--- src/rtl/core/adsr_envelope_generator_assert.svh ---
// Assertion macros shared by the envelope generator RTL.
`ifndef ADSR_ENVELOPE_GENERATOR_ASSERT_SVH
`define ADSR_ENVELOPE_GENERATOR_ASSERT_SVH
`ifndef SYNTHESIS
// Check prop in the same cycle as cond.
`define ADSR_ASSERT_SAME(label, clk, rst, cond, prop) \
   label: assert property (@(posedge clk) disable iff (rst) (cond) |-> (prop)) \
      else $error("adsr check failed in same cycle");
// Check prop in the cycle after cond.
`define ADSR_ASSERT_NEXT(label, clk, rst, cond, prop) \
   label: assert property (@(posedge clk) disable iff (rst) (cond) |=> (prop)) \
      else $error("adsr check failed in next cycle");
`else
`define ADSR_ASSERT_SAME(label, clk, rst, cond, prop)
`define ADSR_ASSERT_NEXT(label, clk, rst, cond, prop)
`endif
`endif

--- src/rtl/core/adsr_pkg.sv ---
// Types and constants of the ADSR envelope generator.
package adsr_pkg;

   localparam int SAMPLE_BITS    = 12;
   localparam int FRACTION_BITS  = 16;
   localparam int LEVEL_INT_BITS = 8;
   localparam int LEVEL_BITS     = LEVEL_INT_BITS + FRACTION_BITS;
   localparam logic [LEVEL_BITS-1:0] LEVEL_MAX = '1;

   localparam int SUM_BITS       = SAMPLE_BITS + 1;
   localparam int THRESHOLD_BITS = 13;
   localparam int GATE_CMP_BITS  = (SUM_BITS > THRESHOLD_BITS) ? SUM_BITS : THRESHOLD_BITS;

   localparam int TIME_BITS      = 8;
   localparam int SCALE_BITS     = 32;
   localparam int DIV_COUNT_BITS = $clog2(SCALE_BITS);

   localparam int CSR_INDEX_BITS = 3;
   localparam int CSR_DATA_BITS  = 32;

   localparam logic [7:0]  RESET_ATTACK_LEVEL   = 8'd255;
   localparam logic [7:0]  RESET_SUSTAIN_LEVEL  = 8'd128;
   localparam logic [7:0]  RESET_RELEASE_FLOOR  = 8'd0;
   localparam logic [7:0]  RESET_STAGE_TIME     = 8'd64;
   localparam logic [12:0] RESET_GATE_THRESHOLD = 13'd1365;
   localparam logic [31:0] RESET_TICK_SCALE     = 32'd1420493;

   typedef enum logic [CSR_INDEX_BITS-1:0] {
      CSR_ATTACK_LEVEL   = 3'd0,
      CSR_SUSTAIN_LEVEL  = 3'd1,
      CSR_RELEASE_FLOOR  = 3'd2,
      CSR_ATTACK_TIME    = 3'd3,
      CSR_DECAY_TIME     = 3'd4,
      CSR_RELEASE_TIME   = 3'd5,
      CSR_GATE_THRESHOLD = 3'd6,
      CSR_TICK_SCALE     = 3'd7
   } csr_index_type;

   typedef enum logic [1:0] {
      PH_ATTACK  = 2'd0,
      PH_DECAY   = 2'd1,
      PH_SUSTAIN = 2'd2,
      PH_RELEASE = 2'd3
   } phase_type;

   typedef enum logic [1:0] {
      CS_IDLE,
      CS_DIVIDE,
      CS_APPLY
   } ctrl_state_type;

   typedef struct packed {
      logic busy;
      logic done;
   } div_status_type;

endpackage

--- src/rtl/core/adsr_req_if.sv ---
// Request channel: one word of gate samples per timer tick.
interface adsr_req_if;
   logic                              valid;
   logic                              ready;
   logic [adsr_pkg::SAMPLE_BITS-1:0]  pot_value;
   logic [adsr_pkg::SAMPLE_BITS-1:0]  jack_value;

   modport source (output valid, output pot_value, output jack_value, input ready);
   modport sink   (input valid, input pot_value, input jack_value, output ready);
endinterface

--- src/rtl/core/adsr_rsp_if.sv ---
// Response channel: one word of envelope level and stage per tick.
interface adsr_rsp_if;
   logic       valid;
   logic       ready;
   logic [7:0] envelope;
   logic [1:0] stage;

   modport source (output valid, output envelope, output stage, input ready);
   modport sink   (input valid, input envelope, input stage, output ready);
endinterface

--- src/rtl/core/adsr_div.sv ---
// Bit-serial restoring divider: tick scale over stage time, one quotient bit per cycle.
`include "adsr_envelope_generator_assert.svh"
module adsr_div (
   input  logic                             clock,
   input  logic                             reset,
   input  logic                             start,
   input  logic [adsr_pkg::SCALE_BITS-1:0]  dividend,
   input  logic [adsr_pkg::TIME_BITS-1:0]   divisor,
   output adsr_pkg::div_status_type         status,
   output logic [adsr_pkg::SCALE_BITS-1:0]  quotient
);

   logic                                 busy_ff, busy_in;
   logic                                 done_ff, done_in;
   logic [adsr_pkg::DIV_COUNT_BITS-1:0]  count_ff, count_in;
   logic [adsr_pkg::SCALE_BITS-1:0]      quo_ff, quo_in;
   logic [adsr_pkg::TIME_BITS-1:0]       rem_ff, rem_in;
   logic [adsr_pkg::TIME_BITS-1:0]       dvs_ff, dvs_in;

   logic [adsr_pkg::TIME_BITS:0]         trial;
   logic [adsr_pkg::TIME_BITS:0]         diff;
   logic                                 fits;

   // Shift the next dividend bit into the partial remainder and try a subtract.
   assign trial = {rem_ff, quo_ff[adsr_pkg::SCALE_BITS-1]};
   assign diff  = trial - {1'b0, dvs_ff};
   assign fits  = (trial >= {1'b0, dvs_ff});

   always_comb begin
      busy_in  = busy_ff;
      done_in  = 1'b0;
      count_in = count_ff;
      quo_in   = quo_ff;
      rem_in   = rem_ff;
      dvs_in   = dvs_ff;
      if (busy_ff) begin
         quo_in   = {quo_ff[adsr_pkg::SCALE_BITS-2:0], fits};
         rem_in   = fits ? diff[adsr_pkg::TIME_BITS-1:0] : trial[adsr_pkg::TIME_BITS-1:0];
         count_in = count_ff - 1'b1;
         if (count_ff == '0) begin
            busy_in = 1'b0;
            done_in = 1'b1;
         end
      end else if (start) begin
         busy_in  = 1'b1;
         count_in = adsr_pkg::DIV_COUNT_BITS'(adsr_pkg::SCALE_BITS - 1);
         quo_in   = dividend;
         rem_in   = '0;
         dvs_in   = divisor;
      end
   end

   always_ff @(posedge clock) begin
      if (reset) begin
         busy_ff  <= 1'b0;
         done_ff  <= 1'b0;
         count_ff <= '0;
      end else begin
         busy_ff  <= busy_in;
         done_ff  <= done_in;
         count_ff <= count_in;
      end
      quo_ff <= quo_in;
      rem_ff <= rem_in;
      dvs_ff <= dvs_in;
   end

   assign status.busy = busy_ff;
   assign status.done = done_ff;
   assign quotient    = quo_ff;

   `ADSR_ASSERT_NEXT(a_div_start, clock, reset, start && !busy_ff,
      busy_ff && count_ff == adsr_pkg::DIV_COUNT_BITS'(adsr_pkg::SCALE_BITS - 1))
   `ADSR_ASSERT_NEXT(a_div_finish, clock, reset, busy_ff && count_ff == '0,
      !busy_ff && done_ff)

endmodule

--- src/rtl/core/adsr_envelope_generator.sv ---
// Top level of the ADSR envelope generator: gate detect, stage control, level update.
//
// Each request word carries one timer tick's pot and jack samples; their sum above
// gate_threshold means gate on. A rising gate starts ATTACK from RELEASE, a low gate
// forces RELEASE. The level is an unsigned accumulator with 8 integer and
// FRACTION_BITS fraction bits; each tick in ATTACK, DECAY or RELEASE moves it by
// tick_scale / stage_time (truncated, saturated to the level range; a time of zero
// gives the full-range step), and a SUSTAIN tick sets it to the sustain level. Every
// request word yields exactly one response word holding the integer level and the
// stage after that tick. A tick in ATTACK, DECAY or RELEASE with a nonzero stage
// time runs the bit-serial divider, one bit per cycle, to form the step; the
// control then sees the divider finish, and the update step applies the step and
// loads the response register. A SUSTAIN tick or a zero stage time skips the divider
// and goes straight from acceptance to the update step. The next request is taken
// once the response register is loaded; a stalled receiver holds the finished tick
// in the update step. One tick is worked on at a time; the response register lets
// the next request be taken while the previous response waits. Write configuration
// only while no tick is in flight or waiting.
`include "adsr_envelope_generator_assert.svh"
module adsr_envelope_generator (
   input  logic                                clock,
   input  logic                                reset,
   adsr_req_if.sink                            req_ch,
   adsr_rsp_if.source                          rsp_ch,
   input  logic                                csr_wen,
   input  logic [adsr_pkg::CSR_INDEX_BITS-1:0] csr_index,
   input  logic [adsr_pkg::CSR_DATA_BITS-1:0]  csr_wdata
);

   // Configuration registers
   logic [7:0]                              attack_level_ff;
   logic [7:0]                              sustain_level_ff;
   logic [7:0]                              release_floor_ff;
   logic [adsr_pkg::TIME_BITS-1:0]          attack_time_ff;
   logic [adsr_pkg::TIME_BITS-1:0]          decay_time_ff;
   logic [adsr_pkg::TIME_BITS-1:0]          release_time_ff;
   logic [adsr_pkg::THRESHOLD_BITS-1:0]     gate_threshold_ff;
   logic [adsr_pkg::SCALE_BITS-1:0]         tick_scale_ff;

   // Envelope state and per-tick work registers
   adsr_pkg::ctrl_state_type                state_ff, state_in;
   adsr_pkg::phase_type                     phase_ff;
   adsr_pkg::phase_type                     work_phase_ff;
   logic [adsr_pkg::LEVEL_BITS-1:0]         level_ff;
   logic                                    step_max_ff;

   // Response register
   logic                                    rsp_valid_ff, rsp_valid_in;
   logic [7:0]                              rsp_envelope_ff;
   adsr_pkg::phase_type                     rsp_stage_ff;

   // Divider hookup
   adsr_pkg::div_status_type                div_status;
   logic [adsr_pkg::SCALE_BITS-1:0]         div_quotient;
   logic                                    div_start;

   // Tick decode
   logic [adsr_pkg::SUM_BITS-1:0]           sample_sum;
   logic                                    gate_on;
   adsr_pkg::phase_type                     phase_sel;
   logic [adsr_pkg::TIME_BITS-1:0]          time_sel;
   logic                                    need_div;
   logic                                    accept;

   // Level update
   logic [adsr_pkg::LEVEL_BITS-1:0]         step;
   logic [adsr_pkg::LEVEL_BITS:0]           rise_sum;
   logic [adsr_pkg::LEVEL_BITS-1:0]         rise_level;
   logic [adsr_pkg::LEVEL_BITS-1:0]         fall_level;
   logic [adsr_pkg::LEVEL_BITS-1:0]         attack_bound;
   logic [adsr_pkg::LEVEL_BITS-1:0]         sustain_bound;
   logic [adsr_pkg::LEVEL_BITS-1:0]         floor_bound;
   logic [adsr_pkg::LEVEL_BITS-1:0]         level_new;
   adsr_pkg::phase_type                     phase_new;
   logic                                    out_free;
   logic                                    commit;

   // ---------------------------------------------------------------------------
   // Configuration port: take a write on any cycle the enable is high.
   // ---------------------------------------------------------------------------
   always_ff @(posedge clock) begin
      if (reset) begin
         attack_level_ff   <= adsr_pkg::RESET_ATTACK_LEVEL;
         sustain_level_ff  <= adsr_pkg::RESET_SUSTAIN_LEVEL;
         release_floor_ff  <= adsr_pkg::RESET_RELEASE_FLOOR;
         attack_time_ff    <= adsr_pkg::RESET_STAGE_TIME;
         decay_time_ff     <= adsr_pkg::RESET_STAGE_TIME;
         release_time_ff   <= adsr_pkg::RESET_STAGE_TIME;
         gate_threshold_ff <= adsr_pkg::RESET_GATE_THRESHOLD;
         tick_scale_ff     <= adsr_pkg::RESET_TICK_SCALE;
      end else if (csr_wen) begin
         unique case (adsr_pkg::csr_index_type'(csr_index))
            adsr_pkg::CSR_ATTACK_LEVEL:   attack_level_ff   <= csr_wdata[7:0];
            adsr_pkg::CSR_SUSTAIN_LEVEL:  sustain_level_ff  <= csr_wdata[7:0];
            adsr_pkg::CSR_RELEASE_FLOOR:  release_floor_ff  <= csr_wdata[7:0];
            adsr_pkg::CSR_ATTACK_TIME:    attack_time_ff    <= csr_wdata[adsr_pkg::TIME_BITS-1:0];
            adsr_pkg::CSR_DECAY_TIME:     decay_time_ff     <= csr_wdata[adsr_pkg::TIME_BITS-1:0];
            adsr_pkg::CSR_RELEASE_TIME:   release_time_ff   <= csr_wdata[adsr_pkg::TIME_BITS-1:0];
            adsr_pkg::CSR_GATE_THRESHOLD:
               gate_threshold_ff <= csr_wdata[adsr_pkg::THRESHOLD_BITS-1:0];
            adsr_pkg::CSR_TICK_SCALE:     tick_scale_ff     <= csr_wdata[adsr_pkg::SCALE_BITS-1:0];
            default: ;
         endcase
      end
   end

   // ---------------------------------------------------------------------------
   // Gate detect and stage entry for the incoming word.
   // ---------------------------------------------------------------------------
   assign sample_sum = {1'b0, req_ch.pot_value} + {1'b0, req_ch.jack_value};
   assign gate_on    = adsr_pkg::GATE_CMP_BITS'(sample_sum) >
                       adsr_pkg::GATE_CMP_BITS'(gate_threshold_ff);

   always_comb begin
      if (!gate_on) begin
         phase_sel = adsr_pkg::PH_RELEASE;
      end else if (phase_ff == adsr_pkg::PH_RELEASE) begin
         phase_sel = adsr_pkg::PH_ATTACK;
      end else begin
         phase_sel = phase_ff;
      end
   end

   // Pick the duration of the stage this tick runs in; sustain needs no step.
   always_comb begin
      unique case (phase_sel)
         adsr_pkg::PH_ATTACK:  time_sel = attack_time_ff;
         adsr_pkg::PH_DECAY:   time_sel = decay_time_ff;
         adsr_pkg::PH_SUSTAIN: time_sel = '0;
         adsr_pkg::PH_RELEASE: time_sel = release_time_ff;
         default:              time_sel = '0;
      endcase
   end

   assign need_div  = (phase_sel != adsr_pkg::PH_SUSTAIN) && (time_sel != '0);
   assign accept    = req_ch.valid && req_ch.ready;
   assign div_start = accept && need_div;

   adsr_div u_div (
      .clock    (clock),
      .reset    (reset),
      .start    (div_start),
      .dividend (tick_scale_ff),
      .divisor  (time_sel),
      .status   (div_status),
      .quotient (div_quotient)
   );

   // ---------------------------------------------------------------------------
   // Level update, done once the step is known.
   // ---------------------------------------------------------------------------
   always_comb begin
      if (step_max_ff || (div_quotient > adsr_pkg::SCALE_BITS'(adsr_pkg::LEVEL_MAX))) begin
         step = adsr_pkg::LEVEL_MAX;
      end else begin
         step = div_quotient[adsr_pkg::LEVEL_BITS-1:0];
      end
   end

   assign rise_sum      = {1'b0, level_ff} + {1'b0, step};
   assign rise_level    = rise_sum[adsr_pkg::LEVEL_BITS] ? adsr_pkg::LEVEL_MAX
                                                         : rise_sum[adsr_pkg::LEVEL_BITS-1:0];
   assign fall_level    = (level_ff > step) ? (level_ff - step) : '0;
   assign attack_bound  = {attack_level_ff,  {adsr_pkg::FRACTION_BITS{1'b0}}};
   assign sustain_bound = {sustain_level_ff, {adsr_pkg::FRACTION_BITS{1'b0}}};
   assign floor_bound   = {release_floor_ff, {adsr_pkg::FRACTION_BITS{1'b0}}};

   always_comb begin
      level_new = level_ff;
      phase_new = work_phase_ff;
      unique case (work_phase_ff)
         adsr_pkg::PH_ATTACK: begin
            level_new = rise_level;
            if (rise_level > attack_bound) begin
               phase_new = adsr_pkg::PH_DECAY;
            end
         end
         adsr_pkg::PH_DECAY: begin
            level_new = fall_level;
            if (fall_level < sustain_bound) begin
               phase_new = adsr_pkg::PH_SUSTAIN;
            end
         end
         adsr_pkg::PH_SUSTAIN: begin
            level_new = sustain_bound;
         end
         adsr_pkg::PH_RELEASE: begin
            // Clamp up to the floor after the fall.
            level_new = (fall_level < floor_bound) ? floor_bound : fall_level;
         end
         default: ;
      endcase
   end

   // ---------------------------------------------------------------------------
   // Control: next state and outputs.
   // ---------------------------------------------------------------------------
   assign out_free = !rsp_valid_ff || rsp_ch.ready;

   always_comb begin
      state_in = state_ff;
      unique case (state_ff)
         adsr_pkg::CS_IDLE: begin
            if (req_ch.valid) begin
               state_in = need_div ? adsr_pkg::CS_DIVIDE : adsr_pkg::CS_APPLY;
            end
         end
         adsr_pkg::CS_DIVIDE: begin
            if (div_status.done) begin
               state_in = adsr_pkg::CS_APPLY;
            end
         end
         adsr_pkg::CS_APPLY: begin
            if (out_free) begin
               state_in = adsr_pkg::CS_IDLE;
            end
         end
         default: state_in = adsr_pkg::CS_IDLE;
      endcase
   end

   always_comb begin
      req_ch.ready = (state_ff == adsr_pkg::CS_IDLE);
      commit       = (state_ff == adsr_pkg::CS_APPLY) && out_free;
      rsp_valid_in = rsp_valid_ff;
      if (commit) begin
         rsp_valid_in = 1'b1;
      end else if (rsp_ch.ready) begin
         rsp_valid_in = 1'b0;
      end
   end

   always_ff @(posedge clock) begin
      if (reset) begin
         state_ff     <= adsr_pkg::CS_IDLE;
         phase_ff     <= adsr_pkg::PH_RELEASE;
         level_ff     <= '0;
         rsp_valid_ff <= 1'b0;
      end else begin
         state_ff     <= state_in;
         rsp_valid_ff <= rsp_valid_in;
         if (commit) begin
            phase_ff <= phase_new;
            level_ff <= level_new;
         end
      end
      // Hold the tick's stage and step choice for the update.
      if (accept) begin
         work_phase_ff <= phase_sel;
         step_max_ff   <= (time_sel == '0);
      end
      if (commit) begin
         rsp_envelope_ff <= level_new[adsr_pkg::LEVEL_BITS-1:adsr_pkg::FRACTION_BITS];
         rsp_stage_ff    <= phase_new;
      end
   end

   assign rsp_ch.valid    = rsp_valid_ff;
   assign rsp_ch.envelope = rsp_envelope_ff;
   assign rsp_ch.stage    = rsp_stage_ff;

   `ADSR_ASSERT_SAME(a_apply_div_idle, clock, reset, state_ff == adsr_pkg::CS_APPLY,
      !div_status.busy)
   `ADSR_ASSERT_SAME(a_attack_under_peak, clock, reset,
      rsp_valid_ff && rsp_stage_ff == adsr_pkg::PH_ATTACK, rsp_envelope_ff <= attack_level_ff)
   `ADSR_ASSERT_SAME(a_release_above_floor, clock, reset,
      rsp_valid_ff && rsp_stage_ff == adsr_pkg::PH_RELEASE, rsp_envelope_ff >= release_floor_ff)

endmodule

--- src/flat_wrapper.sv ---
// flat-port wrapper written by rule: the top's interface ports become plain ports
module adsr_envelope_generator_flat 
  (clock, reset, csr_wen, csr_index, csr_wdata, req_ch_valid, req_ch_pot_value, req_ch_jack_value, req_ch_ready, rsp_ch_valid, rsp_ch_envelope, rsp_ch_stage, rsp_ch_ready);
  adsr_req_if req_ch_i ();
  adsr_rsp_if rsp_ch_i ();
  input  logic clock;
  input  logic reset;
  input  logic csr_wen;
  input  logic [adsr_pkg::CSR_INDEX_BITS-1:0] csr_index;
  input  logic [adsr_pkg::CSR_DATA_BITS-1:0] csr_wdata;
  input wire logic [$bits(req_ch_i.valid)-1:0] req_ch_valid;
  input wire logic [$bits(req_ch_i.pot_value)-1:0] req_ch_pot_value;
  input wire logic [$bits(req_ch_i.jack_value)-1:0] req_ch_jack_value;
  output wire logic [$bits(req_ch_i.ready)-1:0] req_ch_ready;
  output wire logic [$bits(rsp_ch_i.valid)-1:0] rsp_ch_valid;
  output wire logic [$bits(rsp_ch_i.envelope)-1:0] rsp_ch_envelope;
  output wire logic [$bits(rsp_ch_i.stage)-1:0] rsp_ch_stage;
  input wire logic [$bits(rsp_ch_i.ready)-1:0] rsp_ch_ready;
  assign req_ch_i.valid = req_ch_valid;
  assign req_ch_i.pot_value = req_ch_pot_value;
  assign req_ch_i.jack_value = req_ch_jack_value;
  assign req_ch_ready = req_ch_i.ready;
  assign rsp_ch_valid = rsp_ch_i.valid;
  assign rsp_ch_envelope = rsp_ch_i.envelope;
  assign rsp_ch_stage = rsp_ch_i.stage;
  assign rsp_ch_i.ready = rsp_ch_ready;
  adsr_envelope_generator u_core (.clock(clock), .reset(reset), .req_ch(req_ch_i), .rsp_ch(rsp_ch_i), .csr_wen(csr_wen), .csr_index(csr_index), .csr_wdata(csr_wdata));
endmodule
--- config.mk ---
export PLATFORM = sky130hd
export DESIGN_NAME = adsr_envelope_generator_flat
export DESIGN_NICKNAME = d
export VERILOG_FILES = /design/src/rtl/core/adsr_pkg.sv /design/src/rtl/core/adsr_req_if.sv /design/src/rtl/core/adsr_rsp_if.sv /design/src/rtl/core/adsr_div.sv /design/src/rtl/core/adsr_envelope_generator.sv /design/src/flat_wrapper.sv
export VERILOG_INCLUDE_DIRS = /design/src /design/src/rtl/core
export SDC_FILE = /design/constraint.sdc
export NUM_CORES = 1
export LEC_CHECK = 0
export BUFFER_PORTS_ARGS = -buffer_cell sky130_fd_sc_hd__buf_2
export CORE_ASPECT_RATIO = 0.8
export CORE_MARGIN = 8
export CORE_UTILIZATION = 60
export DETAILED_ROUTE_END_ITERATION = 7
export PLACE_DENSITY = 0.79
export SYNTH_ARGS = -nofsm -noshare
export SYNTH_HDL_FRONTEND = slang
export SYNTH_SLANG_ARGS = --single-unit
export TNS_END_PERCENT = 10
--- constraint.sdc ---
create_clock -name clock -period 6.6 [get_ports clock]
set_input_delay 1.32 -clock clock [delete_from_list [all_inputs] [get_ports clock]]
set_output_delay 1.32 -clock clock [all_outputs]
set_load 0.05 [all_outputs]
==> flow_metrics.env <==
export IMPL_relSlewSlack=0.231
export IMPL_timing_final_crit_share=0.969
export IMPL_viasPerCell=6.13
export IMPL_met2_usage=0.375
export IMPL_yosysWarnings=0
export IMPL_synth_compound_area_share=0.194
export IMPL_drive_gt1_frac=0.130
export IMPL_clock_sinks=190
export IMPL_areaGrowthSynthToFinish_pct=9.31
export IMPL_ys_seq_area_frac=0.352
export IMPL_numCtsBuffers=17
export IMPL_path_cells="nor4_1, nand3_1, buf_4, or2_2, ha_1, a21oi_1, o21ai_0, a2111oi_0, o221ai_1, a311o_1, or3_1, ha_1, nand4_1, nor3_1, o211ai_1, or4_1, nor4b_1, nor2_1"
export IMPL_clkLatencyLatePin_ns=0.45
export IMPL_maxCapViolations=0
export IMPL_start_util=0.610
export IMPL_cts_resized=0
export IMPL_cts_tree="yes"
export IMPL_cp_num_buf_inv=1
export IMPL_synthMuxAreaShare=0.0446
export IMPL_drt_first_iter_violations=1207
export IMPL_design_area_um2=13700
export IMPL_dp_slack_ns=0.382
export IMPL_path_clk_slew_ns=0.08
export IMPL_ys_ff_latch=190
export IMPL_period_needed_ns=6.40
export IMPL_hold_path_startpoint="u_core.tick_scale_ff[1]$_SDFFE_PP0P_"
export IMPL_critical_path_arrival_ns=6.58
export IMPL_core_area_um2=20600
export IMPL_clock_skew_ns=0.0125
export IMPL_slowest_delay_ns=0.61
export IMPL_root_buffer="clkbuf_16"
export IMPL_synthAdderAreaFrac=0.112
export IMPL_setup_viol=0
export IMPL_yosys_area_share_simple=0.207
export IMPL_crit_type="register to register"
export IMPL_synth_area_per_cell_um2=8.29
export IMPL_syn_cell_area_um2=12600
export IMPL_slowest_stage="a311o_1"
export IMPL_routed_wl_um=35000
export IMPL_hold_violations=0
export IMPL_cp_common_cell="ha_1"
export IMPL_path_delay_family="simple AND/OR/NAND/NOR gates"
export IMPL_h_tree_depth=4
export IMPL_worst_pin_slew_ns=1.15
export IMPL_die_w_um=178
export IMPL_reg2reg_to="u_core.rsp_ch.stage[0]$_DFFE_PP_"
export IMPL_route_antenna_remaining_nets=0
export IMPL_max_freq_ghz=0.156
export IMPL_synth_main_ff_cell="dfxtp_1"
export IMPL_wire_per_inst_um=19.1
export IMPL_powerDensity_nw_per_um2=269
export IMPL_grt_use_total=0.262
export IMPL_use_met1=0.386
export IMPL_power_leakage_nw=5.85
export IMPL_layout_setup_ws_ns=0.204
export IMPL_yosysUniqueCellTypes=73
export IMPL_busiest_layer="met1"
export IMPL_yosys_area_share_xor_xnor=0.0286
export IMPL_io_buffers=75
export IMPL_rrSetupSlack_ns=0.20
export IMPL_dpl_hpwl_um=25600
export IMPL_drtPass1Iterations=5
export IMPL_grt_max_degree=86
export IMPL_diodes=0
export IMPL_grt_pass1_wl_um=54800
export IMPL_place_area_um2=13100
export IMPL_worstPathRequired_ns=6.78
export IMPL_critPathCaptureType="register"
export IMPL_min_path_type="register to register"
export IMPL_synth_fp_nets=1688
export IMPL_synth_enable_flop_cells=61
export IMPL_antenna_found_initial=0
export IMPL_nets=1728
export IMPL_path_max_fanout=24
export IMPL_rows=47
export IMPL_syn_inst=1514
export IMPL_gr_usage_met3=0.0615
export IMPL_cts_buffer_depth=2
export IMPL_grt_ovfl_total=0
export IMPL_pin_count=76
export IMPL_async_reset_ff_frac=0
export IMPL_route_detailed_drc=0
export IMPL_gp_congestion=0.970
export IMPL_vdd_ir_drop_max_v=0.000166
export IMPL_grt_pass1_vias=10418
export IMPL_rsz0062_at_grt="true"
export IMPL_finalMaxSlewViolations=0
export IMPL_synth_top_family_by_area="simple AND/OR/NAND/NOR gates"
export IMPL_reg2reg_depth=18
export IMPL_r2r_start="u_core.u_div.quotient[30]$_DFFE_PP_"
export IMPL_power_w=0.00369
export IMPL_outcome="finished, final reports clean"
export IMPL_die_y_um=145
export IMPL_post_cts_buffers=0
export IMPL_vias=11258
export IMPL_worst_setup_path_start_kind="register"
export IMPL_hold_path_depth=2
export IMPL_cts_hold_buf=0
export IMPL_hold_end="u_core.tick_scale_ff[1]$_SDFFE_PP0P_"
export IMPL_dieArea_um2=25800
## metal layers
metal,vias to the layer above,part of all wire
met1,5323,0.47
met5,-,0
li1,5390,-
met4,0,0.020
met2,496,0.42
met3,49,0.089
## synth_stat cells (all sizes together) (7+ instances only)
master / count / share of area
inv: 115 / 0.034
xor2: 12 / 0.0084
edfxtp: 61 / 0.15
xnor2: 29 / 0.020
nand4: 11 / 0.0055
o211ai: 8 / 0.0052
o31ai: 13 / 0.0078
a21oi: 154 / 0.061
mux2: 31 / 0.028
o21bai: 13 / 0.0078
clkbuf: 64 / 0.020
o21ai: 60 / 0.024
nand3b: 23 / 0.014
mux2i: 21 / 0.017
o21a: 12 / 0.0072
a21o: 15 / 0.0090
buf: 16 / 0.0066
a31oi: 9 / 0.0050
nand2b: 30 / 0.015
or3: 10 / 0.0050
nor4: 11 / 0.0060
ha: 106 / 0.11
a211o: 16 / 0.011
nor2: 139 / 0.042
a211oi: 15 / 0.0094
nor2b: 22 / 0.011
o22ai: 8 / 0.0045
or2: 31 / 0.015
nand2: 185 / 0.055
dfxtp: 129 / 0.21
a221oi: 7 / 0.0049
nand3: 23 / 0.0092
nor3: 27 / 0.011
o31a: 7 / 0.0049
or4: 11 / 0.0069
## power by group
group	switching (W)	internal, W
Combinational	0.000704	0.000469
Clock	0.000503	0.000499
Sequential	0.000108	0.00141
## per-stage QoR
step                      cells  hold WS (ns)  utilization  setup TNS [ns]
after floorplan            1514         0.433            -               0
after global placement     1804         0.441        0.639               0
after detailed placement   1804         0.446        0.639               0
after CTS                  1836         0.457        0.666               0
after global routing       1836         0.477        0.667         -0.0106
final                      1836         0.457        0.667               0
## cell families after synthesis
family          Yosys count
simple gates            543
compound gates          380
buf+inv                 198
flops                   190
fa+ha+maj               110
mux                      52
xor+xnor                 41
## worst min-delay path, cell delays in order, from the launching register on
cell and delay [ns]:
dfxtp_1 0.31, nand2_1 0.05, a21oi_1 0.05
## area by class of cell
type                       count  area (um^2)
clock buffer                  19          433
clock inverter                13          126
fill                        1796         6860
inverter                     118          443
multi-input combinational   1126         7380
sequential                   190         4420
tap                          269          337
timing repair buffer         101          586
## state kept, by name, indices dropped and copies added, names as in the netlist, 5 cells and up
| name | cells |
|---|---|
| u_core.u_div.dvs_ff | 8 |
| u_core.release_time_ff | 8 |
| u_core.u_div.count_ff | 5 |
| u_core.u_div.quotient | 32 |
| u_core.release_floor_ff | 8 |
| u_core.u_div.rem_ff | 8 |
| u_core.gate_threshold_ff | 13 |
| u_core.tick_scale_ff | 32 |
| u_core.decay_time_ff | 8 |
| u_core.sustain_level_ff | 8 |
| u_core.rsp_ch.envelope | 8 |
| u_core.attack_level_ff | 8 |
| u_core.level_ff | 24 |
| u_core.attack_time_ff | 8 |
## cell usage in the layout, fill, tap and decap left out, types with 12 or more instances in the layout
| cell type | instances |
|---|---|
| nand2_1 | 185 |
| a21oi_1 | 154 |
| nor2_1 | 138 |
| dfxtp_1 | 128 |
| inv_1 | 115 |
| ha_1 | 106 |
| buf_2 | 74 |
| edfxtp_1 | 61 |
| o21ai_0 | 58 |
| or2_2 | 31 |
| mux2_2 | 31 |
| nand2b_1 | 30 |
| xnor2_1 | 29 |
| nor3_1 | 27 |
| buf_4 | 26 |
| nand3_1 | 23 |
| nand3b_1 | 23 |
| nor2b_1 | 22 |
| mux2i_1 | 21 |
| clkbuf_16 | 17 |
| a211o_1 | 16 |
| a21o_1 | 15 |
| a211oi_1 | 14 |
| o31ai_1 | 13 |
| o21bai_1 | 13 |
| o21a_1 | 12 |
| xor2_1 | 12 |
## how the worst max path moves through the flow
stage / cells past startpoint / endpoint / start
2_1_floorplan: 19 / u_core.u_div.quotient[0]$_DFFE_PP_ / req_ch_jack_value[0]
3_3_place_gp: 20 / u_core.rsp_ch.stage[0]$_DFFE_PP_ / u_core.u_div.quotient[30]$_DFFE_PP_
3_5_place_dp: 20 / u_core.rsp_ch.stage[0]$_DFFE_PP_ / u_core.u_div.quotient[30]$_DFFE_PP_
4_1_cts: 20 / u_core.rsp_ch.stage[0]$_DFFE_PP_ / u_core.u_div.quotient[30]$_DFFE_PP_
5_1_grt: 24 / u_core.level_ff[12]$_SDFFE_PP0P_ / u_core.u_div.quotient[30]$_DFFE_PP_
6_report: 18 / u_core.rsp_ch.stage[0]$_DFFE_PP_ / u_core.u_div.quotient[30]$_DFFE_PP_
No activity file was read; power rests on OpenSTA's default activity.
